`config.mk`:
```
export PLATFORM = sky130hd
export DESIGN_NAME = cobs_frame_encoder_top
export DESIGN_NICKNAME = d
export VERILOG_FILES = /design/src/rtl/cfe_pkg.sv /design/src/rtl/cfe_group_mem.sv /design/src/rtl/cfe_ctrl.sv /design/src/rtl/cobs_frame_encoder_top.sv
export SDC_FILE = /design/constraint.sdc
export NUM_CORES = 1
export LEC_CHECK = 0
export BUFFER_PORTS_ARGS = -buffer_cell sky130_fd_sc_hd__buf_2
export CELL_PAD_IN_SITES_DETAIL_PLACEMENT = 1
export CELL_PAD_IN_SITES_GLOBAL_PLACEMENT = 1
export CORE_MARGIN = 8
export CORE_UTILIZATION = 30
export CTS_BUF_LIST = sky130_fd_sc_hd__clkbuf_4
export DETAILED_ROUTE_END_ITERATION = 6
export PLACE_DENSITY_LB_ADDON = 0.1
export SETUP_SLACK_MARGIN = 0.4
export SLEW_MARGIN = 15
export SYNTH_ARGS = -nofsm -noshare
export SYNTH_HDL_FRONTEND = slang
export SYNTH_HIERARCHICAL = 1
export SYNTH_SLANG_ARGS = --single-unit
```
`constraint.sdc`:
```
create_clock -name i_clk -period 3.55 [get_ports i_clk]
set_input_delay 0.71 -clock i_clk [delete_from_list [all_inputs] [get_ports i_clk]]
set_output_delay 0.71 -clock i_clk [all_outputs]
set_load 0.03 [all_outputs]
```
`src/rtl/cfe_pkg.sv`:
```
package cfe_pkg;

    // Default bound on payload bytes per frame
    localparam int MAX_FRAME_DEF = 32;

    // Fixed byte values of the encoding
    localparam logic [7:0] DELIM_BYTE = 8'h00;
    localparam logic [7:0] ZERO_BYTE  = 8'h00;

    // Reset value of the delimiter enable
    localparam logic APPEND_DELIM_RST = 1'b1;

endpackage

```
`src/rtl/cfe_group_mem.sv`:
```
module cfe_group_mem
    import cfe_pkg::*;
#(
    parameter int DEPTH  = MAX_FRAME_DEF,
    parameter int ADDR_W = (DEPTH > 1) ? $clog2(DEPTH) : 1
) (
    input  logic              i_clk,
    input  logic              i_we,
    input  logic [ADDR_W-1:0] i_waddr,
    input  logic [7:0]        i_wdata,
    input  logic              i_re,
    input  logic [ADDR_W-1:0] i_raddr,
    output logic [7:0]        o_rdata
);

    logic [7:0] r_mem [DEPTH];
    logic [7:0] r_rdata;

    // One write port, one registered read port
    always_ff @(posedge i_clk) begin
        if (i_we) begin
            r_mem[i_waddr] <= i_wdata;
        end
        if (i_re) begin
            r_rdata <= r_mem[i_raddr];
        end
    end

    assign o_rdata = r_rdata;

endmodule

```
`src/rtl/cfe_ctrl.sv`:
```
module cfe_ctrl
    import cfe_pkg::*;
#(
    parameter int MAX_FRAME = MAX_FRAME_DEF,
    parameter int ADDR_W    = (MAX_FRAME > 1) ? $clog2(MAX_FRAME) : 1
) (
    input  logic              i_clk,
    input  logic              i_rst_n,
    input  logic              i_append_delim,
    // input word
    input  logic              i_in_valid,
    output logic              o_in_ready,
    input  logic [7:0]        i_data_byte,
    input  logic              i_is_last,
    // output word
    output logic              o_out_valid,
    input  logic              i_out_ready,
    output logic [7:0]        o_out_byte,
    output logic              o_out_last,
    output logic              o_overflow,
    // group buffer
    output logic              o_mem_we,
    output logic [ADDR_W-1:0] o_mem_waddr,
    output logic [7:0]        o_mem_wdata,
    output logic              o_mem_re,
    output logic [ADDR_W-1:0] o_mem_raddr,
    input  logic [7:0]        i_mem_rdata
);

    localparam int CNT_W = $clog2(MAX_FRAME + 1);

    typedef enum logic [2:0] {
        S_IDLE,
        S_CODE,
        S_READ,
        S_DATA,
        S_DELIM
    } t_state;

    t_state            r_state,     n_state;
    logic [CNT_W-1:0]  r_frame_cnt, n_frame_cnt;
    logic [CNT_W-1:0]  r_grp_cnt,   n_grp_cnt;
    logic              r_ovf_seen,  n_ovf_seen;
    logic [ADDR_W-1:0] r_idx,       n_idx;
    logic              r_close,     n_close;
    logic              r_again,     n_again;
    logic              r_out_valid, n_out_valid;
    logic [7:0]        r_out_byte,  n_out_byte;
    logic              r_out_last,  n_out_last;
    logic              r_out_ovf,   n_out_ovf;

    logic in_acc;
    logic room;
    logic is_zero;
    logic out_free;
    logic last_elem;
    logic final_grp;
    logic grp_done;
    logic frame_done;

    assign in_acc    = i_in_valid && (r_state == S_IDLE);
    assign room      = r_frame_cnt < CNT_W'(MAX_FRAME);
    assign is_zero   = i_data_byte == ZERO_BYTE;
    assign out_free  = !r_out_valid || i_out_ready;
    assign last_elem = CNT_W'(r_idx) == (r_grp_cnt - CNT_W'(1));
    // group whose last word closes the frame (no second flush, no delimiter)
    assign final_grp = r_close && !r_again && !i_append_delim;

    // Next-state logic
    always_comb begin
        n_state     = r_state;
        n_frame_cnt = r_frame_cnt;
        n_grp_cnt   = r_grp_cnt;
        n_ovf_seen  = r_ovf_seen;
        n_idx       = r_idx;
        n_close     = r_close;
        n_again     = r_again;
        n_out_valid = r_out_valid && !i_out_ready;
        n_out_byte  = r_out_byte;
        n_out_last  = r_out_last;
        n_out_ovf   = r_out_ovf;
        o_mem_we    = 1'b0;
        o_mem_re    = 1'b0;
        grp_done    = 1'b0;
        frame_done  = 1'b0;

        unique case (r_state)
            S_IDLE: begin
                if (in_acc) begin
                    if (room) begin
                        n_frame_cnt = r_frame_cnt + CNT_W'(1);
                        if (!is_zero) begin
                            if (r_grp_cnt < CNT_W'(MAX_FRAME)) begin
                                o_mem_we  = 1'b1;
                                n_grp_cnt = r_grp_cnt + CNT_W'(1);
                            end else begin
                                n_ovf_seen = 1'b1;
                            end
                        end else begin
                            // zero byte: flush, and flush again if it ends the frame
                            n_state = S_CODE;
                            n_close = i_is_last;
                            n_again = i_is_last;
                        end
                    end else begin
                        n_ovf_seen = 1'b1;
                    end
                    if (i_is_last && !(room && is_zero)) begin
                        n_state = S_CODE;
                        n_close = 1'b1;
                        n_again = 1'b0;
                    end
                end
            end
            S_CODE: begin
                if (out_free) begin
                    n_out_valid = 1'b1;
                    n_out_byte  = 8'(r_grp_cnt) + 8'd1;
                    n_out_last  = final_grp && (r_grp_cnt == '0);
                    n_out_ovf   = final_grp && (r_grp_cnt == '0) && r_ovf_seen;
                    if (r_grp_cnt == '0) begin
                        grp_done = 1'b1;
                    end else begin
                        n_idx   = '0;
                        n_state = S_READ;
                    end
                end
            end
            S_READ: begin
                o_mem_re = 1'b1;
                n_state  = S_DATA;
            end
            S_DATA: begin
                if (out_free) begin
                    n_out_valid = 1'b1;
                    n_out_byte  = i_mem_rdata;
                    n_out_last  = final_grp && last_elem;
                    n_out_ovf   = final_grp && last_elem && r_ovf_seen;
                    if (last_elem) begin
                        grp_done = 1'b1;
                    end else begin
                        n_idx   = r_idx + ADDR_W'(1);
                        n_state = S_READ;
                    end
                end
            end
            S_DELIM: begin
                if (out_free) begin
                    n_out_valid = 1'b1;
                    n_out_byte  = DELIM_BYTE;
                    n_out_last  = 1'b1;
                    n_out_ovf   = r_ovf_seen;
                    frame_done  = 1'b1;
                end
            end
            default: begin
                n_state = S_IDLE;
            end
        endcase

        // End of a group flush
        if (grp_done) begin
            n_grp_cnt = '0;
            priority if (r_again) begin
                n_again = 1'b0;
                n_state = S_CODE;
            end else if (r_close && i_append_delim) begin
                n_state = S_DELIM;
            end else if (r_close) begin
                frame_done = 1'b1;
            end else begin
                n_state = S_IDLE;
            end
        end

        // End of a frame
        if (frame_done) begin
            n_frame_cnt = '0;
            n_ovf_seen  = 1'b0;
            n_grp_cnt   = '0;
            n_close     = 1'b0;
            n_state     = S_IDLE;
        end
    end

    // State and registered outputs
    always_ff @(posedge i_clk) begin
        if (!i_rst_n) begin
            r_state     <= S_IDLE;
            r_frame_cnt <= '0;
            r_grp_cnt   <= '0;
            r_ovf_seen  <= 1'b0;
            r_close     <= 1'b0;
            r_again     <= 1'b0;
            r_out_valid <= 1'b0;
        end else begin
            r_state     <= n_state;
            r_frame_cnt <= n_frame_cnt;
            r_grp_cnt   <= n_grp_cnt;
            r_ovf_seen  <= n_ovf_seen;
            r_close     <= n_close;
            r_again     <= n_again;
            r_out_valid <= n_out_valid;
        end
        r_idx      <= n_idx;
        r_out_byte <= n_out_byte;
        r_out_last <= n_out_last;
        r_out_ovf  <= n_out_ovf;
    end

    assign o_in_ready  = r_state == S_IDLE;
    assign o_mem_waddr = r_grp_cnt[ADDR_W-1:0];
    assign o_mem_wdata = i_data_byte;
    assign o_mem_raddr = r_idx;
    assign o_out_valid = r_out_valid;
    assign o_out_byte  = r_out_byte;
    assign o_out_last  = r_out_last;
    assign o_overflow  = r_out_ovf;

endmodule

```
`src/rtl/cobs_frame_encoder_top.sv`:
```
// Streaming COBS frame encoder. Payload words enter one per handshake with an
// end-of-frame mark; nonzero bytes go into a group buffer memory, and a zero byte
// or the frame end sends out the code byte (held count plus one) and then the
// held bytes, plus a closing 0x01 code when the frame ends on a zero and a 0x00
// delimiter when append_delimiter is set. A nonzero byte that does not end its
// frame is only written into the buffer. A flush sends the code byte, then reads
// each held byte through the single read port of the buffer, which is registered,
// before it is loaded into the output register. No input is taken while a flush
// runs. Bytes beyond MAX_FRAME in one frame are dropped and flagged on the
// frame's final output word.
module cobs_frame_encoder_top
    import cfe_pkg::*;
#(
    parameter int MAX_FRAME = MAX_FRAME_DEF
) (
    input  logic       i_clk,
    input  logic       i_rst_n,
    input  logic       i_cfg_we,
    input  logic       i_cfg_wdata,
    input  logic       i_in_valid,
    output logic       o_in_ready,
    input  logic [7:0] i_data_byte,
    input  logic       i_is_last,
    output logic       o_out_valid,
    input  logic       i_out_ready,
    output logic [7:0] o_out_byte,
    output logic       o_out_last,
    output logic       o_overflow
);

    localparam int ADDR_W = (MAX_FRAME > 1) ? $clog2(MAX_FRAME) : 1;

    logic              r_append_delim;
    logic              mem_we;
    logic [ADDR_W-1:0] mem_waddr;
    logic [7:0]        mem_wdata;
    logic              mem_re;
    logic [ADDR_W-1:0] mem_raddr;
    logic [7:0]        mem_rdata;
    logic              in_acc;

    // Delimiter enable register
    always_ff @(posedge i_clk) begin
        if (!i_rst_n) begin
            r_append_delim <= APPEND_DELIM_RST;
        end else if (i_cfg_we) begin
            r_append_delim <= i_cfg_wdata;
        end
    end

    cfe_ctrl #(
        .MAX_FRAME (MAX_FRAME),
        .ADDR_W    (ADDR_W)
    ) u_ctrl (
        .i_clk          (i_clk),
        .i_rst_n        (i_rst_n),
        .i_append_delim (r_append_delim),
        .i_in_valid     (i_in_valid),
        .o_in_ready     (o_in_ready),
        .i_data_byte    (i_data_byte),
        .i_is_last      (i_is_last),
        .o_out_valid    (o_out_valid),
        .i_out_ready    (i_out_ready),
        .o_out_byte     (o_out_byte),
        .o_out_last     (o_out_last),
        .o_overflow     (o_overflow),
        .o_mem_we       (mem_we),
        .o_mem_waddr    (mem_waddr),
        .o_mem_wdata    (mem_wdata),
        .o_mem_re       (mem_re),
        .o_mem_raddr    (mem_raddr),
        .i_mem_rdata    (mem_rdata)
    );

    cfe_group_mem #(
        .DEPTH  (MAX_FRAME),
        .ADDR_W (ADDR_W)
    ) u_group_mem (
        .i_clk   (i_clk),
        .i_we    (mem_we),
        .i_waddr (mem_waddr),
        .i_wdata (mem_wdata),
        .i_re    (mem_re),
        .i_raddr (mem_raddr),
        .o_rdata (mem_rdata)
    );

    assign in_acc = i_in_valid && o_in_ready;

    // Overflow is only reported on a frame's final word
    a_ovf_on_last: assert property (@(posedge i_clk) disable iff (!i_rst_n)
        o_out_valid && o_overflow |-> o_out_last)
        else $error("overflow flag on a word that does not end the frame");

    // Buffer is never written and read in the same cycle
    a_mem_excl: assert property (@(posedge i_clk) disable iff (!i_rst_n)
        !(mem_we && mem_re))
        else $error("group buffer write overlaps a read");

    // Buffer writes come only from accepted input words
    a_we_on_acc: assert property (@(posedge i_clk) disable iff (!i_rst_n)
        mem_we |-> in_acc)
        else $error("group buffer written without an accepted word");

    // A frame end always starts a flush, which blocks input
    a_last_flush: assert property (@(posedge i_clk) disable iff (!i_rst_n)
        in_acc && i_is_last |=> !o_in_ready)
        else $error("frame end did not start a flush");

endmodule

```
==> metrics, run 1 <==
Synth Instances=627; Antenna Violating Nets Remaining=0; clk_lat worst skew=720 ps; Critical-path top delay cell=or3b_2; Final Max Slew Viols=0; Design Area, Final=0.0141 mm^2; initial detailed-routing violation count=416; area grow syn2layout=16.2%; CP max FO=10; Max-Cap Viols=0; port bufs=26; fin crit share=0.829; cts hold-fix bufs=0; Initial Util=0.305; Nets=761; Yosys reg bits=299; vias in the first global route=7077; commonest register cell after synthesis=edfxtp_1; Fin. Hold Viols=0; area fraction of the dominant cell type after synthesis=0.690; average size of a mapped cell=19.4 um^2; worst clock skew=49.0 ps; CTS tree=done; TritonCTS Buffers=81; num ports=27; Post-synth top cells=edfxtp_1, mux4_2, nor2_1; Crit Path Class=reg -> reg; LEAKAGE=4.60 nW; critical path required time=3940 ps; post-CTS resize count=0; FMAX=340 MHz; Async SR Flop Fraction=0; vias=6353; first-pass GRT wire length=47000 um; cell depth of the worst setup path=6; EDFF count, synth=279; crit end category=register; Synth cell types=51; hold path depth=2; height of the die=217 um; Final Setup Violations=0; RSZ-0062 raised after global routing=no; initial antenna violation count=2; WL/cell=23.7 um; RD Place Congestion=0.739; CP arrival=3340 ps; CTS max path bufs=3; largest net degree at the start of global routing=69; die area=0.0471 mm^2; CTS H-tree depth=3; outcome=finished clean; CTS Sinks=299; CP startpoint kind=register; clk root buf=clkbuf_4; CP peak stage delay=650 ps; Synthesis Warnings=6; Total Routing Usage GR=0.136; core area=0.0398 mm^2; post-synth net total=646; DRC Markers=0; Power Density=520 mW/mm^2; DP HPWL=19600 um; Final min period=2940 ps; post-synthesis sequential area ratio=0.723; drt total wl=31600 um; worst-margin pin slew=859 ps; Rows=73; Max VDD drop=208 uV; post-CTS setup buffer count=0; grt total ovfl=0; setup tns final=0 ps; cell family with the largest share of critical-path delay=simple AND/OR/NAND/NOR gates; Synth area leaders=edfxtp_1, mux4_2, dfxtp_1, nor2_1, buf_4; count leader, synth=edfxtp_1; critical-path cell list=nor4b_4, and2_1, and3b_1, or3b_2, nor2_1, buf_4; share of cells above drive strength 1=0.368; Worst slew margin=0.424; routed vias/inst=4.77; Yosys top cell by area=edfxtp_1; CTS clk-pin slew, worst paths=70 ps; Post-Place Cell Area=0.0131 mm^2; hold crit path type=in -> reg; Die W=217 um; Buf+Inv Stages, Crit Path=1; worst r2r path cells=6; Synth Cell Area=0.0121 mm^2; drt first pass iters=6
-- final cells by class --
type	count	area (um^2)
clock buffers	110	826
flip-flops and latches	299	8780
fillers	4092	25700
inverters	8	30.0
repair buffers	73	520
well taps	525	657
diodes	2	5.00
multi-input cells	279	3070
clock inverters	37	208
-- layer usage --
metal  GRT usage  vias to the layer above  wire length, um
met5           0                        -                0
met4      0.0557                        0              735
met3      0.0334                       53             1400
met2       0.222                      140            15400
met1       0.172                     3362            14100
li1            -                     2798                -
-- layout by cell type, fill, tap and decap left out, types with 4 or more instances in the layout --
cell type / instances
edfxtp_1: 279
and2_1: 4
nand3b_1: 6
clkbuf_4: 110
nor3_1: 13
inv_1: 8
nand2_1: 28
nand3_1: 8
mux2i_1: 4
xnor2_1: 12
buf_4: 44
o21ai_0: 10
mux2_2: 8
ha_1: 4
mux4_2: 80
clkinv_1: 26
clkinv_2: 6
nor2_1: 45
dfxtp_1: 20
xor2_1: 9
buf_2: 26
a21oi_1: 5
and3_1: 4
-- kinds of logic after synthesis --
logic type	share of synthesized area
fa+ha+maj	0.00412
simple gates	0.0576
flops	0.723
buf+inv	0.0234
compound gates	0.0172
xor+xnor	0.0152
mux	0.159
-- registers in the layout (all words and copies together) (netlist names), 3 cells and up --
| signal | count |
|---|---|
| u_group_mem/r_mem | 256 |
| u_ctrl/o_out_byte | 8 |
| u_group_mem/o_rdata | 8 |
| u_ctrl/r_frame_cnt | 6 |
| u_ctrl/r_grp_cnt | 6 |
| u_ctrl/o_mem_raddr | 5 |
| u_ctrl/r_state | 3 |
-- stage by stage --
stage | utilization | hold WS, ps | setup WS, ps | instances | total power [mW]
global placement | 0.328 | 471 | 397 | 1184 | 4.36
CTS | 0.354 | 145 | 567 | 1331 | 7.49
floorplan | - | 447 | 673 | 627 | 4.23
global route | 0.354 | 192 | 417 | 1332 | 7.67
detailed placement | 0.328 | 491 | 319 | 1184 | 4.37
finish | 0.354 | 235 | 607 | 1333 | 7.33
-- power breakdown --
| part | total (mW) | switching, mW | internal [mW] |
|---|---|---|---|
| Sequential | 3.93 | 0.0308 | 3.89 |
| Clock | 3.04 | 1.45 | 1.60 |
| Combinational | 0.359 | 0.233 | 0.126 |
-- worst paths after layout --
| path | start | to | slack [ps] |
|---|---|---|---|
| worst min-delay path | i_rst_n | r_append_delim$_SDFFE_PN1P_ | 240 |
| worst min register to register | u_ctrl/r_again$_SDFF_PN0_ | u_ctrl/r_again$_SDFF_PN0_ | 500 |
| worst max register to register | u_ctrl/r_state[1]$_SDFF_PP0_ | u_group_mem/r_mem[12][1]$_DFFE_PP_ | 610 |
| worst max-delay path | u_ctrl/r_state[1]$_SDFF_PP0_ | u_group_mem/r_mem[12][1]$_DFFE_PP_ | 610 |
-- worst reg2reg max path, stage by stage, from the launching register on --
cell and delay, ps:
dfxtp_1 420, nor4b_4 400, and2_1 340, and3b_1 470, or3b_2 650, nor2_1 150
buf_4 180
(Power assumes the default switching activity.)
==> run 2, diff against run 1 <==
- clock period: 3.55 -> 3.08 ns (I/O delays scaled with it)
==> run 2 against run 1 <==
Compared with the run above:
- register-to-register slack lost 150 ps
- global-route usage is 0.38 points lower
- routed wire length down 2.2%
- core utilization up 0.056 points
- cell count is 0.23% lower
- total power is 15% higher
- via count decreased by 1.3%
- sequential cell count unchanged
- combinational power increased by 23%
- maximum frequency increased by 12%
- die area unchanged
- critical endpoint is now u_group_mem/r_mem[4][7]$_DFFE_PP_
- highest routed layer unchanged
==> metrics, run 2 (synthesis gave the netlist of run 1 again) <==
Crit Path Class=reg -> reg (unchanged); largest net degree at the start of global routing=69 (unchanged); die area=0.0471 mm^2 (unchanged); max reg flops=256 (unchanged); RSZ-0062 raised after global routing=yes (was no); worst clock skew=34.4 ps (was 49.0 ps); Total Routing Usage GR=0.132 (was 0.136); Seq pwr share=0.534 (was 0.536); vias in the first global route=6946 (was 7077); CP arrival=3060 ps (was 3340 ps); R2R setup slack=460 ps (was 610 ps); most frequent cells in the layout=edfxtp_1, clkbuf_4, mux4_2 (unchanged); Setup WS post-layout=458 ps (was 607 ps); grt total ovfl=0 (unchanged); setup tns final=0 ps (unchanged); CTS H-tree depth=3 (unchanged); critical-path cell list=nor4b_4, and2_1, and3b_1, or3b_2, nor2_1, buf_4 (unchanged); Net Sw Frac=0.229 (was 0.233); height of the die=217 um (unchanged); RR Endpoint=u_group_mem/r_mem[4][7]$_DFFE_PP_ (was u_group_mem/r_mem[12][1]$_DFFE_PP_); Die W=217 um (unchanged); Final Setup Violations=0 (unchanged); commonest non-fill, non-tap cell in the layout=edfxtp_1 (unchanged); LEAKAGE=4.62 nW (was 4.60 nW); DRC Markers=0 (unchanged); number of instances in the placed design=1186 (was 1184); FMAX=381 MHz (was 340 MHz); drt first pass iters=4 (was 6); busiest grt layer=met2 (unchanged); Power Density=599 mW/mm^2 (was 520 mW/mm^2); Antenna Violating Nets Remaining=0 (unchanged); Max-Cap Viols=0 (unchanged); fill cell count=4025 (was 4092); Layout Utilization=0.355 (was 0.354); Nets=764 (was 761); met3 Use GR=0.0347 (was 0.0334); CP startpoint kind=register (unchanged); CTS clk-pin slew, worst paths=60 ps (was 70 ps); R2R Path Start=u_ctrl/r_state[1]$_SDFF_PP0_ (unchanged); Initial Util=0.305 (unchanged); critical path required time=3520 ps (was 3940 ps); Place WS=182 ps (was 319 ps); Worst slew margin=0.435 (was 0.424); drt total wl=30900 um (was 31600 um); RD Place Congestion=0.744 (was 0.739); Post-Place Cell Area=0.0131 mm^2 (about the same); core area=0.0398 mm^2 (unchanged); Sw Pwr=1.93 mW (was 1.71 mW); Combinational Power Share=0.052 (was 0.049); initial detailed-routing violation count=456 (was 416); Tot Pwr=8.45 mW (was 7.33 mW); critical path startpoint=u_ctrl/r_state[1]$_SDFF_PP0_ (unchanged); routed vias/inst=4.71 (was 4.77); WL/cell=23.2 um (was 23.7 um); clock group share of total power=0.414 (was 0.415); outcome=finished clean (unchanged); first-pass GRT wire length=45700 um (was 47000 um); crit end category=register (unchanged); clk root buf=clkbuf_4 (unchanged); met2 Usage GRT=0.215 (was 0.222); Worst Setup EP=u_group_mem/r_mem[4][7]$_DFFE_PP_ (was u_group_mem/r_mem[12][1]$_DFFE_PP_); Hold WS=106 ps (was 235 ps); port bufs=26 (unchanged); largest register by flop count=u_group_mem/r_mem (unchanged); clk_lat worst skew=740 ps (was 720 ps); worst r2r path cells=6 (unchanged); Design Area, Final=0.0141 mm^2 (about the same); Final min period=2620 ps (was 2940 ps); vias=6270 (was 6353); num ports=27 (unchanged); fin crit share=0.851 (was 0.829); Fin. Hold Viols=0 (unchanged); hold crit path type=in -> reg (unchanged); Final Max Slew Viols=0 (unchanged); Rows=73 (unchanged); area grow syn2layout=16.4% (was 16.2%); worst-margin pin slew=845 ps (was 859 ps); Critical-path top delay cell=or3b_2 (unchanged); CTS tree=done (unchanged); CP peak stage delay=650 ps (about the same); initial antenna violation count=2 (unchanged); share of cells above drive strength 1=0.381 (was 0.368); CTS Sinks=299 (unchanged); TritonCTS Buffers=80 (was 81); Max VDD drop=194 uV (was 208 uV); CP max FO=8 (was 10); Int Pwr=6.52 mW (was 5.62 mW); grt met1 use=0.164 (was 0.172); post-route insts no fill=1330 (was 1333); DP HPWL=19300 um (was 19600 um); CTS max path bufs=3 (unchanged)
-- run 2: cell types whose count changed in the layout (fill, tap and decap cells not counted), moves of 3 or more --
cell	before	now
buf_4	44	47
clkbuf_4	110	114
nor2_1	45	41
clkinv_1	26	18
nor2_2	0	4
-- run 2: how the worst min path moves through the flow --
stage,start,to,slack (ps),cells past startpoint
after floorplan,u_ctrl/r_again$_SDFF_PN0_,u_ctrl/r_again$_SDFF_PN0_,450,1
after global placement,u_ctrl/r_again$_SDFF_PN0_,u_ctrl/r_again$_SDFF_PN0_,480,1
after detailed placement,u_ctrl/r_again$_SDFF_PN0_,u_ctrl/r_again$_SDFF_PN0_,490,1
after CTS,i_cfg_wdata,r_append_delim$_SDFFE_PN1P_,5,3
after global routing,i_cfg_wdata,r_append_delim$_SDFFE_PN1P_,60,3
final,i_cfg_wdata,r_append_delim$_SDFFE_PN1P_,110,3
-- run 2: power groups by stage --
stage / Sequential, mW / Combinational [mW] / Clock, mW
finish: 4.51 / 0.440 / 3.50
global route: 4.52 / 0.476 / 3.85
CTS: 4.51 / 0.450 / 3.68
global placement: 4.60 / 0.435 / 0
detailed placement: 4.60 / 0.447 / 0
floorplan: 4.61 / 0.265 / 0
-- run 2: cell type report --
class | count | area, um^2 | share of cell area
clock buffer | 114 | 856 | 0.0606
timing repair buffer | 77 | 553 | 0.0392
multi-input combinational | 279 | 3080 | 0.218
antenna | 1 | 2.50 | 0.000177
clock inverter | 27 | 160 | 0.0113
tap | 525 | 657 | 0.0465
inverter | 8 | 30.0 | 0.00213
sequential | 299 | 8780 | 0.622
-- run 2: critical path: cells and delay by family, from the launching register on --
kind / cells / cell delay, ps
flip-flops: 1 / 410
buffers and inverters: 1 / 200
AND/OR/NAND/NOR: 5 / 1710
-- run 2: layer usage --
metal,vias up,share of wire
met5,-,0
met4,0,0.027
met3,51,0.051
met2,156,0.48
met1,3269,0.44
li1,2794,-
-- run 2: repair_timing --
action	in CTS	in global routing
setup endpoints to repair	18	106
pin swaps	0	0
resized for setup	3	1
setup buffers	0	1
endpoints found under the hold margin	1	0
hold buffers	1	0
==> run 3, diff against run 2 <==
==> constraint.sdc (replaced) <==
create_clock -name i_clk -period 3.08 [get_ports i_clk]
set_input_delay 0.462 -clock i_clk [delete_from_list [all_inputs] [get_ports i_clk]]
set_output_delay 0.462 -clock i_clk [all_outputs]
set_load 0.03 [all_outputs]
==> run 3 against run 2 <==
Compared with the run above:
- hold slack gained 34 ps
- routed wire length up 2.7%
- critical path depth down 2
- die area did not move
- total power rose by 2.0%
- cell count rose by 1.2%
==> metrics, run 3 (synthesis gave the netlist of run 1 again) <==
outcome=finished clean (unchanged); crit end category=register (unchanged); worst clock skew=69.8 ps (was 34.4 ps); Tot Pwr=8.62 mW (was 8.45 mW); critical path required time=3590 ps (was 3520 ps); critical path startpoint=u_ctrl/o_mem_raddr[0]$_SDFFCE_PN0P_ (was u_ctrl/r_state[1]$_SDFF_PP0_); hold crit path type=in -> reg (unchanged); grt total ovfl=0 (unchanged); Nets=777 (was 764); Final min period=2550 ps (was 2620 ps); RSZ-0062 raised after global routing=no (was yes); CP arrival=3060 ps (about the same); hold path start=i_out_ready (was i_cfg_wdata); CTS max path bufs=3 (unchanged); WL/cell=23.6 um (was 23.2 um); TritonCTS Buffers=83 (was 80); Setup WS post-layout=528 ps (was 458 ps); max reg flops=256 (unchanged); fin crit share=0.829 (was 0.851); CP startpoint kind=register (unchanged); RD Place Congestion=0.732 (was 0.744); Final Max Slew Viols=0 (unchanged); largest net degree at the start of global routing=69 (unchanged); drt total wl=31700 um (was 30900 um); most frequent cells in the layout=edfxtp_1, clkbuf_4, mux4_2 (unchanged); Max VDD drop=218 uV (was 194 uV); LEAKAGE=4.69 nW (was 4.62 nW); hold path depth=3 (unchanged); routed vias/inst=4.75 (was 4.71); DRC Markers=0 (unchanged); Crit Path Class=reg -> reg (unchanged); post-route insts no fill=1346 (was 1330); number of instances in the placed design=1195 (was 1186); drt first pass iters=6 (was 4); met2 Usage GRT=0.221 (was 0.215); initial antenna violation count=2 (unchanged); met3 Use GR=0.0347 (unchanged); share of cells above drive strength 1=0.384 (was 0.381); R2R Path Start=u_ctrl/o_mem_raddr[0]$_SDFFCE_PN0P_ (was u_ctrl/r_state[1]$_SDFF_PP0_); Die W=217 um (unchanged); busiest grt layer=met2 (unchanged); DP HPWL=19700 um (was 19300 um); port bufs=26 (unchanged); clk root buf=clkbuf_4 (unchanged); first-pass GRT wire length=46900 um (was 45700 um); grt met1 use=0.173 (was 0.164); CP max FO=36 (was 8); Fin. Hold Viols=0 (unchanged); CTS H-tree depth=3 (unchanged); worst r2r path cells=4 (was 6); num ports=27 (unchanged); vias in the first global route=7034 (was 6946); setup tns final=0 ps (unchanged); Layout Utilization=0.358 (was 0.355); FMAX=392 MHz (was 381 MHz); initial detailed-routing violation count=409 (was 456); core area=0.0398 mm^2 (unchanged); CTS Sinks=299 (unchanged); Final Setup Violations=0 (unchanged); Place WS=536 ps (was 182 ps); Total Routing Usage GR=0.137 (was 0.132); area grow syn2layout=17.4% (was 16.4%); CTS clk-pin slew, worst paths=60 ps (about the same); commonest non-fill, non-tap cell in the layout=edfxtp_1 (unchanged); worst-margin pin slew=781 ps (was 845 ps); Max-Cap Viols=0 (unchanged); height of the die=217 um (unchanged); Antenna Violating Nets Remaining=0 (unchanged); vias=6389 (was 6270); CTS tree=done (unchanged); Rows=73 (unchanged); Worst slew margin=0.478 (was 0.435); Initial Util=0.305 (unchanged); die area=0.0471 mm^2 (unchanged); largest register by flop count=u_group_mem/r_mem (unchanged); clk_lat worst skew=770 ps (was 740 ps); Power Density=605 mW/mm^2 (was 599 mW/mm^2)
==> run 3: cell count changes in the layout (fill, tap and decap cells not counted), sizes merged <==
cell and change:
clkinv -2, buf +8, clkbuf +4, dlygate4sd3 +2
diode +3, bufinv +1
==> run 3: cell type report <==
class                      count  area, um^2
antenna                        4        10.0
inverter                       8        30.0
tap                          525         657
clock buffer                 118         886
timing repair buffer          87         633
multi-input combinational    279        3080
sequential                   299        8780
clock inverter                26         181
fill                        4042       25600
==> run 3: worst max-delay path: stages (launching register included) <==
cell,delay (ps)
edfxtp_1,450
buf_12,300
mux4_2,610
mux4_2,560
mux2_2,300
==> run 3: final timing paths <==
kind                            slack [ps]                          endpoint
worst max-delay path                   530  u_group_mem/o_rdata[0]$_DFFE_PP_
worst min-delay path                   140     u_ctrl/o_out_valid$_SDFF_PN0_
worst max register to register         530  u_group_mem/o_rdata[0]$_DFFE_PP_
worst min register to register         490         u_ctrl/r_again$_SDFF_PN0_
==> run 3: repair_timing <==
item | 4_1_cts | 5_1_grt
hold buffers | 3 | 0
gates resized for setup | 0 | 1
endpoints found under the setup margin | 0 | 7
endpoints found under the hold margin | 5 | 0
buffers inserted | 0 | 0
==> run 3: where the power goes <==
| group | switching (mW) | internal, mW | total, mW | leakage (nW) |
|---|---|---|---|---|
| combinational | 0.283 | 0.159 | 0.442 | 1.37 |
| sequential | 0.0261 | 4.49 | 4.52 | 2.68 |
| clock | 1.66 | 2.01 | 3.66 | 0.636 |
| total | 1.97 | 6.65 | 8.62 | 4.69 |
==> run 3: through the flow <==
stage | hold WS (ps) | area [um^2]
final | 140 | 14300
after global routing | 63.6 | 14300
after CTS | 50.6 | 14200
after detailed placement | 487 | 13100
after global placement | 472 | 13100
after floorplan | 447 | 12100
==> run 3: per-layer routing <==
layer	share of wire	vias up
met5	0	-
met4	0.030	0
met2	0.49	149
met3	0.052	63
met1	0.43	3354
li1	-	2823
